`src/rtl/core/hbf_pkg.sv`:
```
// Shared types and constants for the 3x3 heightmap box filter.
// Frame geometry, payload structs and fixed-point reciprocals.
// No dependencies.
`timescale 1ns / 1ps
`default_nettype none

package hbf_pkg;

  localparam int IMAGE_WIDTH  = 256;
  localparam int IMAGE_HEIGHT = 256;

  localparam int COL_W    = $clog2(IMAGE_WIDTH);
  localparam int ROW_W    = $clog2(IMAGE_HEIGHT);
  // input row runs up to two rows past the frame while draining
  localparam int IN_ROW_W = $clog2(IMAGE_HEIGHT + 2);

  localparam int SAMPLE_W = 8;
  localparam int MEAN_W   = 16;
  localparam int POS_W    = 8;
  localparam int TAPS     = 9;
  localparam int CENTER_TAP = 4;

  // 9 * 255 fits in 12 bits; scaled sum fits in 20 bits
  localparam int SUM_W       = 12;
  localparam int MEAN_X_W    = 20;
  localparam int RECIP_W     = 24;
  localparam int RECIP_SHIFT = 23;

  // ceil(2^23 / d): exact floor division for dividends below 2^20
  localparam logic [RECIP_W-1:0] RECIP_ONE   = 24'd8388608;
  localparam logic [RECIP_W-1:0] RECIP_THIRD = 24'd2796203;
  localparam logic [RECIP_W-1:0] RECIP_NINTH = 24'd932068;

  localparam int PADDR_W = 3;
  localparam int PDATA_W = 32;

  typedef enum logic {
    OP_SAMPLE = 1'b0,
    OP_FLUSH  = 1'b1
  } opcode_e;

  // register index taken from the word address bit
  typedef enum logic {
    REG_SMOOTH_EDGES = 1'b0
  } reg_idx_e;

  typedef struct packed {
    logic                opcode;
    logic [SAMPLE_W-1:0] sample;
  } in_item_t;

  typedef struct packed {
    logic [MEAN_W-1:0] mean_value;
    logic [POS_W-1:0]  column;
    logic [POS_W-1:0]  row;
    logic              frame_last;
  } out_item_t;

  // one line store entry: two rows back (top) and one row back (mid)
  typedef struct packed {
    logic [SAMPLE_W-1:0] top;
    logic [SAMPLE_W-1:0] mid;
  } line_pair_t;

  typedef logic [SAMPLE_W-1:0] tap_t;
  typedef tap_t [TAPS-1:0] taps_t;

  // which neighbors of the output pixel lie inside the frame
  typedef struct packed {
    logic top;
    logic bot;
    logic lft;
    logic rgt;
  } border_t;

endpackage

`default_nettype wire

```
`src/rtl/core/hbf_line_store.sv`:
```
// Line store: both previous rows packed into one entry per column.
// Synchronous RAM with registered read, one read and one write port.
// Depends on hbf_pkg.
`timescale 1ns / 1ps
`default_nettype none

module hbf_line_store
  import hbf_pkg::*;
(
  input  wire logic             clk_i,
  input  wire logic             rd_en_i,
  input  wire logic [COL_W-1:0] rd_addr_i,
  output line_pair_t            rd_data_o,
  input  wire logic             wr_en_i,
  input  wire logic [COL_W-1:0] wr_addr_i,
  input  line_pair_t            wr_data_i
);

  line_pair_t mem_q [IMAGE_WIDTH];
  line_pair_t rd_data_q;

  always_ff @(posedge clk_i) begin
    if (wr_en_i) begin
      mem_q[wr_addr_i] <= wr_data_i;
    end
    if (rd_en_i) begin
      rd_data_q <= mem_q[rd_addr_i];
    end
  end

  assign rd_data_o = rd_data_q;

endmodule

`default_nettype wire

```
`src/rtl/core/hbf_mean_unit.sv`:
```
// Window mean: masked tap sum, divisor select, reciprocal multiply.
// Sum and reciprocal are registered; the product feeds the output register.
// Depends on hbf_pkg.
`timescale 1ns / 1ps
`default_nettype none

module hbf_mean_unit
  import hbf_pkg::*;
(
  input  wire logic              clk_i,
  input  wire logic              load_i,
  input  wire logic              smooth_i,
  input  border_t                border_i,
  input  taps_t                  taps_i,
  output logic [MEAN_W-1:0]      mean_o
);

  logic [2:0]                  row_ok;
  logic [2:0]                  col_ok;
  logic [SUM_W-1:0]            sum;
  logic                        inner;
  logic                        rows3;
  logic                        cols3;
  logic [MEAN_X_W-1:0]         x_d;
  logic [RECIP_W-1:0]          recip_d;
  logic [MEAN_X_W-1:0]         x_q;
  logic [RECIP_W-1:0]          recip_q;
  logic [MEAN_X_W+RECIP_W-1:0] prod;

  assign row_ok = {border_i.bot, 1'b1, border_i.top};
  assign col_ok = {border_i.rgt, 1'b1, border_i.lft};
  assign inner  = &border_i;
  assign rows3  = border_i.top & border_i.bot;
  assign cols3  = border_i.lft & border_i.rgt;

  always_comb begin
    sum = '0;
    for (int r = 0; r < 3; r++) begin
      for (int c = 0; c < 3; c++) begin
        if (row_ok[r] && col_ok[c]) begin
          sum = sum + SUM_W'(taps_i[r*3+c]);
        end
      end
    end
  end

  // count 4 -> shift only, count 6 -> half then /3, count 9 -> /9; unsmoothed edge -> centre tap
  always_comb begin
    priority if (!smooth_i && !inner) begin
      x_d     = MEAN_X_W'({taps_i[CENTER_TAP], 8'b0});
      recip_d = RECIP_ONE;
    end else if (rows3 && cols3) begin
      x_d     = {sum, 8'b0};
      recip_d = RECIP_NINTH;
    end else if (rows3 || cols3) begin
      x_d     = MEAN_X_W'({sum, 7'b0});
      recip_d = RECIP_THIRD;
    end else begin
      x_d     = MEAN_X_W'({sum, 6'b0});
      recip_d = RECIP_ONE;
    end
  end

  always_ff @(posedge clk_i) begin
    if (load_i) begin
      x_q     <= x_d;
      recip_q <= recip_d;
    end
  end

  assign prod   = x_q * recip_q;
  assign mean_o = prod[RECIP_SHIFT +: MEAN_W];

endmodule

`default_nettype wire

```
`src/rtl/core/heightmap_box_filter_3x3.sv`:
```
// Top level of the 3x3 heightmap box filter: handshakes, config register,
// sequencer, window taps and raster counters. Uses hbf_line_store,
// hbf_mean_unit and hbf_pkg.
//
//  channel | direction | handshake               | payload
//  --------+-----------+-------------------------+-------------------------
//  in      | sink      | in_valid_i / in_stall_o | in_data_i  (in_item_t)
//  out     | source    | out_valid_o/out_stall_i | out_data_o (out_item_t)
//  cfg     | sink      | psel/penable/pready     | paddr, pwdata, prdata
//
// A transaction that yields a result goes through accept with line store read,
// read-modify-write of the line store entry, sum, and multiply into the output
// register. Others end after read-modify-write; ignored flushes at acceptance.
// The sequencer takes one transaction at a time; that sets the pace.
// Reset clears counters, taps and the output register; no clearing pass.
// A stalled output holds the next result in the multiply step and stalls input.
`timescale 1ns / 1ps
`default_nettype none

module heightmap_box_filter_3x3
  import hbf_pkg::*;
(
  input  wire logic               clk_i,
  input  wire logic               rst_ni,
  input  wire logic               in_valid_i,
  output logic                    in_stall_o,
  input  in_item_t                in_data_i,
  output logic                    out_valid_o,
  input  wire logic               out_stall_i,
  output out_item_t               out_data_o,
  input  wire logic               psel,
  input  wire logic               penable,
  input  wire logic               pwrite,
  input  wire logic [PADDR_W-1:0] paddr,
  input  wire logic [PDATA_W-1:0] pwdata,
  output logic [PDATA_W-1:0]      prdata,
  output logic                    pready
);

  typedef enum logic [1:0] {
    ST_IDLE,
    ST_RMW,
    ST_SUM,
    ST_MUL
  } state_e;

  state_e                state_q, state_d;
  logic [COL_W-1:0]      in_col_q, in_col_d;
  logic [IN_ROW_W-1:0]   in_row_q, in_row_d;
  logic [COL_W-1:0]      out_col_q, out_col_d;
  logic [ROW_W-1:0]      out_row_q, out_row_d;
  taps_t                 taps_q, taps_d;
  logic [SAMPLE_W-1:0]   sample_q, sample_d;
  logic                  smooth_q, smooth_d;
  logic                  out_valid_q, out_valid_d;
  out_item_t             out_data_q, out_data_d;

  logic                  in_accept;
  logic                  drain;
  logic                  flush_ignored;
  logic                  emit;
  logic                  frame_last;
  logic                  mul_load;
  logic                  cfg_write;
  logic                  line_rd_en;
  logic                  line_wr_en;
  line_pair_t            line_rd_data;
  line_pair_t            line_wr_data;
  logic                  mean_load;
  border_t               border;
  logic [MEAN_W-1:0]     mean;

  assign in_stall_o    = (state_q != ST_IDLE);
  assign in_accept     = in_valid_i && !in_stall_o;
  assign drain         = (in_row_q >= IN_ROW_W'(IMAGE_HEIGHT));
  assign flush_ignored = !drain && (in_data_i.opcode == OP_FLUSH);
  assign line_rd_en    = in_accept && !flush_ignored;
  assign emit          = (in_row_q >= IN_ROW_W'(2)) ||
                         ((in_row_q == IN_ROW_W'(1)) && (in_col_q != '0));
  assign frame_last    = (out_row_q == ROW_W'(IMAGE_HEIGHT - 1)) &&
                         (out_col_q == COL_W'(IMAGE_WIDTH - 1));
  assign mul_load      = (state_q == ST_MUL) && (!out_valid_q || !out_stall_i);
  assign line_wr_data  = '{top: line_rd_data.mid, mid: sample_q};

  assign border = '{top: (out_row_q != '0),
                    bot: (out_row_q != ROW_W'(IMAGE_HEIGHT - 1)),
                    lft: (out_col_q != '0),
                    rgt: (out_col_q != COL_W'(IMAGE_WIDTH - 1))};

  assign cfg_write = psel && penable && pwrite && pready;
  assign pready    = 1'b1;
  assign prdata    = (paddr[2] == REG_SMOOTH_EDGES) ? PDATA_W'(smooth_q) : '0;

  // The entry read at acceptance is written back in the next cycle, in ST_RMW; only one
  // transaction is in the read-modify-write window, so no forwarding needed.
  hbf_line_store u_line_store (
    .clk_i     (clk_i),
    .rd_en_i   (line_rd_en),
    .rd_addr_i (in_col_q),
    .rd_data_o (line_rd_data),
    .wr_en_i   (line_wr_en),
    .wr_addr_i (in_col_q),
    .wr_data_i (line_wr_data)
  );

  hbf_mean_unit u_mean_unit (
    .clk_i    (clk_i),
    .load_i   (mean_load),
    .smooth_i (smooth_q),
    .border_i (border),
    .taps_i   (taps_q),
    .mean_o   (mean)
  );

  always_comb begin
    state_d     = state_q;
    in_col_d    = in_col_q;
    in_row_d    = in_row_q;
    out_col_d   = out_col_q;
    out_row_d   = out_row_q;
    taps_d      = taps_q;
    sample_d    = sample_q;
    out_valid_d = out_valid_q && out_stall_i;
    out_data_d  = out_data_q;
    line_wr_en  = 1'b0;
    mean_load   = 1'b0;
    smooth_d    = (cfg_write && (paddr[2] == REG_SMOOTH_EDGES)) ? pwdata[0] : smooth_q;

    unique case (state_q)
      ST_IDLE: begin
        if (in_accept && !flush_ignored) begin
          // past the last row every transaction drains with a zero sample
          sample_d = drain ? '0 : in_data_i.sample;
          state_d  = ST_RMW;
        end
      end
      ST_RMW: begin
        line_wr_en = 1'b1;
        for (int r = 0; r < 3; r++) begin
          taps_d[r*3]   = taps_q[r*3+1];
          taps_d[r*3+1] = taps_q[r*3+2];
        end
        taps_d[2] = line_rd_data.top;
        taps_d[5] = line_rd_data.mid;
        taps_d[8] = sample_q;
        if (in_col_q == COL_W'(IMAGE_WIDTH - 1)) begin
          in_col_d = '0;
          in_row_d = in_row_q + IN_ROW_W'(1);
        end else begin
          in_col_d = in_col_q + COL_W'(1);
        end
        state_d = emit ? ST_SUM : ST_IDLE;
      end
      ST_SUM: begin
        mean_load = 1'b1;
        state_d   = ST_MUL;
      end
      ST_MUL: begin
        if (mul_load) begin
          out_valid_d           = 1'b1;
          out_data_d.mean_value = mean;
          out_data_d.column     = POS_W'(out_col_q);
          out_data_d.row        = POS_W'(out_row_q);
          out_data_d.frame_last = frame_last;
          if (frame_last) begin
            in_col_d  = '0;
            in_row_d  = '0;
            out_col_d = '0;
            out_row_d = '0;
            taps_d    = '0;
          end else if (out_col_q == COL_W'(IMAGE_WIDTH - 1)) begin
            out_col_d = '0;
            out_row_d = out_row_q + ROW_W'(1);
          end else begin
            out_col_d = out_col_q + COL_W'(1);
          end
          state_d = ST_IDLE;
        end
      end
      default: state_d = ST_IDLE;
    endcase
  end

  always_ff @(posedge clk_i or negedge rst_ni) begin
    if (!rst_ni) begin
      state_q     <= ST_IDLE;
      in_col_q    <= '0;
      in_row_q    <= '0;
      out_col_q   <= '0;
      out_row_q   <= '0;
      taps_q      <= '0;
      sample_q    <= '0;
      smooth_q    <= 1'b1;
      out_valid_q <= 1'b0;
      out_data_q  <= '0;
    end else begin
      state_q     <= state_d;
      in_col_q    <= in_col_d;
      in_row_q    <= in_row_d;
      out_col_q   <= out_col_d;
      out_row_q   <= out_row_d;
      taps_q      <= taps_d;
      sample_q    <= sample_d;
      smooth_q    <= smooth_d;
      out_valid_q <= out_valid_d;
      out_data_q  <= out_data_d;
    end
  end

  assign out_valid_o = out_valid_q;
  assign out_data_o  = out_data_q;

`ifndef SYNTHESIS
  // the frame's last result always carries the bottom-right position
  a_last_position: assert property (@(posedge clk_i) disable iff (!rst_ni)
    out_valid_o && out_data_o.frame_last |->
      (out_data_o.column == POS_W'(IMAGE_WIDTH - 1)) &&
      (out_data_o.row == POS_W'(IMAGE_HEIGHT - 1)))
    else $error("frame_last on a pixel other than the last one");

  // after the last result both raster positions restart at the origin
  a_frame_restart: assert property (@(posedge clk_i) disable iff (!rst_ni)
    mul_load && frame_last |=>
      (in_col_q == '0) && (in_row_q == '0) && (out_col_q == '0) && (out_row_q == '0))
    else $error("counters not cleared at end of frame");

  // draining never runs beyond one row plus one pixel
  a_drain_bound: assert property (@(posedge clk_i) disable iff (!rst_ni)
    (in_row_q <= IN_ROW_W'(IMAGE_HEIGHT + 1)) &&
      ((in_row_q != IN_ROW_W'(IMAGE_HEIGHT + 1)) || (in_col_q <= COL_W'(1))))
    else $error("input position ran past the drain window");
`endif

endmodule

`default_nettype wire

```
`config.mk`:
```
export PLATFORM = sky130hd
export DESIGN_NAME = heightmap_box_filter_3x3
export DESIGN_NICKNAME = d
export VERILOG_FILES = /design/src/rtl/core/hbf_pkg.sv /design/src/rtl/core/hbf_line_store.sv /design/src/rtl/core/hbf_mean_unit.sv /design/src/rtl/core/heightmap_box_filter_3x3.sv
export SDC_FILE = /design/constraint.sdc
export NUM_CORES = 2
export LEC_CHECK = 0
export BUFFER_PORTS_ARGS = -buffer_cell sky130_fd_sc_hd__buf_2
export CORE_MARGIN = 1
export CORE_UTILIZATION = 43
export DETAILED_ROUTE_END_ITERATION = 8
export GPL_ROUTABILITY_DRIVEN = 0
export SYNTH_ARGS = -nofsm -noshare
export SYNTH_HDL_FRONTEND = slang
export SYNTH_SLANG_ARGS = --single-unit
export TNS_END_PERCENT = 5
```
`constraint.sdc`:
```
create_clock -name clk_i -period 23.9 [get_ports clk_i]
set_clock_uncertainty 0.1 [all_clocks]
set_input_delay 5.975 -clock clk_i [delete_from_list [all_inputs] [get_ports clk_i]]
set_output_delay 5.975 -clock clk_i [all_outputs]
set_load 0.005 [all_outputs]
```
==> impl_metrics.env <==
export IMPL_status="complete, no violations"
export IMPL_ys_seq_area_share_pct=73.6
export IMPL_postCtsHoldBufs=0
export IMPL_num_vias=83800
export IMPL_yosysUniqueCellTypes=85
export IMPL_critical_path_buf_inv_count=2
export IMPL_dr_wl_met2_um=213000
export IMPL_clk_root_buffer_cell="clkbuf_16"
export IMPL_drt_iter0_markers=9421
export IMPL_die_h_um=638
export IMPL_cts_tree="yes"
export IMPL_met1_length_um=178000
export IMPL_post_cts_resized=0
export IMPL_routed_via_density=5.88
export IMPL_synth_top_area_cell="edfxtp_1"
export IMPL_required_ns=17.83
export IMPL_numPortBuffers=53
export IMPL_finalCriticalPeriod_ns=12.38
export IMPL_cts_clk_slew_worst_paths_ns=0.06
export IMPL_setup_violations=0
export IMPL_gr_total_overflow=0
export IMPL_drc_errors=0
export IMPL_wire_per_inst_um=31.0
export IMPL_slowest_delay_ns=0.12
export IMPL_met3WireLength_um=35900
export IMPL_cts_buffers_inserted=433
export IMPL_post_route_period_util_pct=51.8
export IMPL_antenna_found_initial=16
export IMPL_ys_flop_type="edfxtp_1"
export IMPL_pre_cts_slack_ns=11.51
export IMPL_path_cells="buf_2 > nor2b_1 > buf_2"
export IMPL_rsz0062_at_grt="false"
export IMPL_grt_pass1_wl_um=630000
export IMPL_dr_max_layer_used="met5"
export IMPL_synth_seq_cells=4280
export IMPL_cp_max_fo=2
export IMPL_cts_sinks=4280
export IMPL_nFillCells=32300
export IMPL_grt_max_degree=194
export IMPL_crit_top_cell="buf_2"
export IMPL_io_pin_count=119
export IMPL_endpoint_kind="output port"
export IMPL_hpwl_um=259000
export IMPL_fmax_mhz=80.8
export IMPL_routed_wl_um=442000
export IMPL_area_growth_pct=12.8
export IMPL_async_reset_ff_share_pct=3.50
export IMPL_rows=233
export IMPL_crit_family="buffers and inverters"
export IMPL_htree_levels=5
export IMPL_timing_final_ws_setup_ns=11.52
export IMPL_fp_dieArea_mm2=0.406
export IMPL_initial_core_util_pct=43.2
export IMPL_clkLatencyLatePin_ns=0.98
export IMPL_fin_nets=9024
export IMPL_syn_inst=8204
export IMPL_start_kind="input port"
export IMPL_synth_warnings=0
export IMPL_crit_type="input port to output port"
export IMPL_post_cts_buffers=0
export IMPL_synth_top_area_share_pct=71.4
export IMPL_synth_edf_count=4130
export IMPL_worst_pin_slew_ns=1.36
export IMPL_clk_path_buf_depth=4
export IMPL_drv_cap=0
export IMPL_tns_ns=0
export IMPL_final_common_cell="edfxtp_1"
export IMPL_grtUsageTotal_pct=21.6
export IMPL_cp_slowest_cell="buf_2"
export IMPL_synthTopCellsByArea="edfxtp_1 71%, mux4_2 17%, dfrtp_1 2.1%, ha_1 1.6%, fa_1 1.6%"
export IMPL_post_synth_cell_area_avg_um2=21.2
export IMPL_slew_viol_final=0
export IMPL_hold_viol=0
export IMPL_layout_common_cells="4130 x edfxtp_1, 1294 x mux4_2, 438 x clkbuf_16"
export IMPL_hold_class="register to register"
export IMPL_drive_gt1_share_pct=29.0
export IMPL_drt_pass1_iterations=9
export IMPL_arrival_ns=6.30
export IMPL_netlist_area_mm2=0.174
export IMPL_grt_pass1_vias=86000
export IMPL_max_slew_margin_rel_pct=9.41
export IMPL_postRouteAntennaNets=0
export IMPL_core_area_mm2=0.402
export IMPL_die_x_um=638
-- registers in the layout (all words and copies together) (netlist names), 4 cells and up, named ones only --
| name | flops |
|---|---|
| in_col_q | 8 |
| in_row_q | 9 |
| out_col_q | 8 |
| out_data_o | 33 |
| out_row_q | 8 |
| sample_q | 8 |
| taps_q | 72 |
| u_line_store.mem_q | 4096 |
| u_line_store.rd_data_o | 16 |
| u_mean_unit.recip_q | 4 |
| u_mean_unit.x_q | 14 |
-- Yosys cell counts, types with 18 or more instances --
library cell / number
a21o_1: 24
edfxtp_1: 4130
nor3_1: 22
inv_1: 259
and3_1: 19
a22oi_1: 23
xnor2_1: 48
nand3_1: 50
nand4_1: 20
and2_1: 49
a21oi_1: 77
fa_1: 135
dfrtp_1: 149
o21ai_0: 180
nand2b_1: 22
a31oi_1: 18
buf_4: 32
mux4_2: 1294
clkbuf_1: 269
o21a_1: 18
nor2_1: 353
buf_1: 136
ha_1: 221
nor2b_1: 44
nand2_1: 345
mux2i_1: 21
xor2_1: 30
-- worst paths after layout --
kind	start	slack, ns	depth (start not counted)	to
setup reg to reg	out_col_q[0]	12.56	48	u_mean_unit.x_q[15]
hold / removal	out_data_o[5]	0.37	2	out_data_o[5]
setup / recovery	paddr[2]	11.52	3	prdata[0]
max in group asynchronous	rst_ni	17.27	2	out_data_o[20]
hold reg to reg	out_data_o[5]	0.37	2	out_data_o[5]
min in group asynchronous	rst_ni	4.95	1	out_col_q[7]
-- worst min-delay path, cell delays in order (launching register included) --
cell and delay, ns:
dfrtp_1 0.33, nand2_1 0.05, nand2_1 0.06
-- cells by family after synthesis --
group,after synthesis,synth area share [%]
AO/OA/AOI/OAI,473,1.75
XOR/XNOR,83,0.452
adder cells (fa/ha/maj),357,3.15
buffers and inverters,712,1.62
flip-flops,4280,73.6
multiplexers,1323,17.0
other,2,0.00432
AND/OR/NAND/NOR,974,2.49
-- through the flow --
stage               area (µm²)  hold slack [ns]  cells  utilization [%]
finish                  196000            0.373  14300             48.7
global placement        182000            0.356  13500             45.3
detailed placement      182000            0.362  13500             45.3
floorplan               174000            0.342   8234                -
global route            196000            0.394  14300             48.7
CTS                     196000            0.377  14300             48.7
-- per-layer routing --
layer / vias up / global-route usage [%]
met5: - / 0
met4: 2 / 6.55
met3: 633 / 4.60
met2: 3270 / 34.9
met1: 45400 / 29.6
li1: 34500 / -
-- layout make-up --
type | count | area (µm²) | share of cell area (%)
Sequential cell | 4280 | 128000 | 65.2
Multi-Input combinational cell | 3242 | 43900 | 22.4
Clock buffer | 547 | 11400 | 5.83
Tap cell | 5287 | 6620 | 3.38
Timing Repair Buffer | 401 | 3040 | 1.55
Clock inverter | 239 | 2110 | 1.08
Inverter | 259 | 972 | 0.496
Antenna cell | 7 | 17.5 | 0.00894
Power is not shown: default switching activity piles up to over one toggle a cycle in this logic, so the estimate is an artifact.
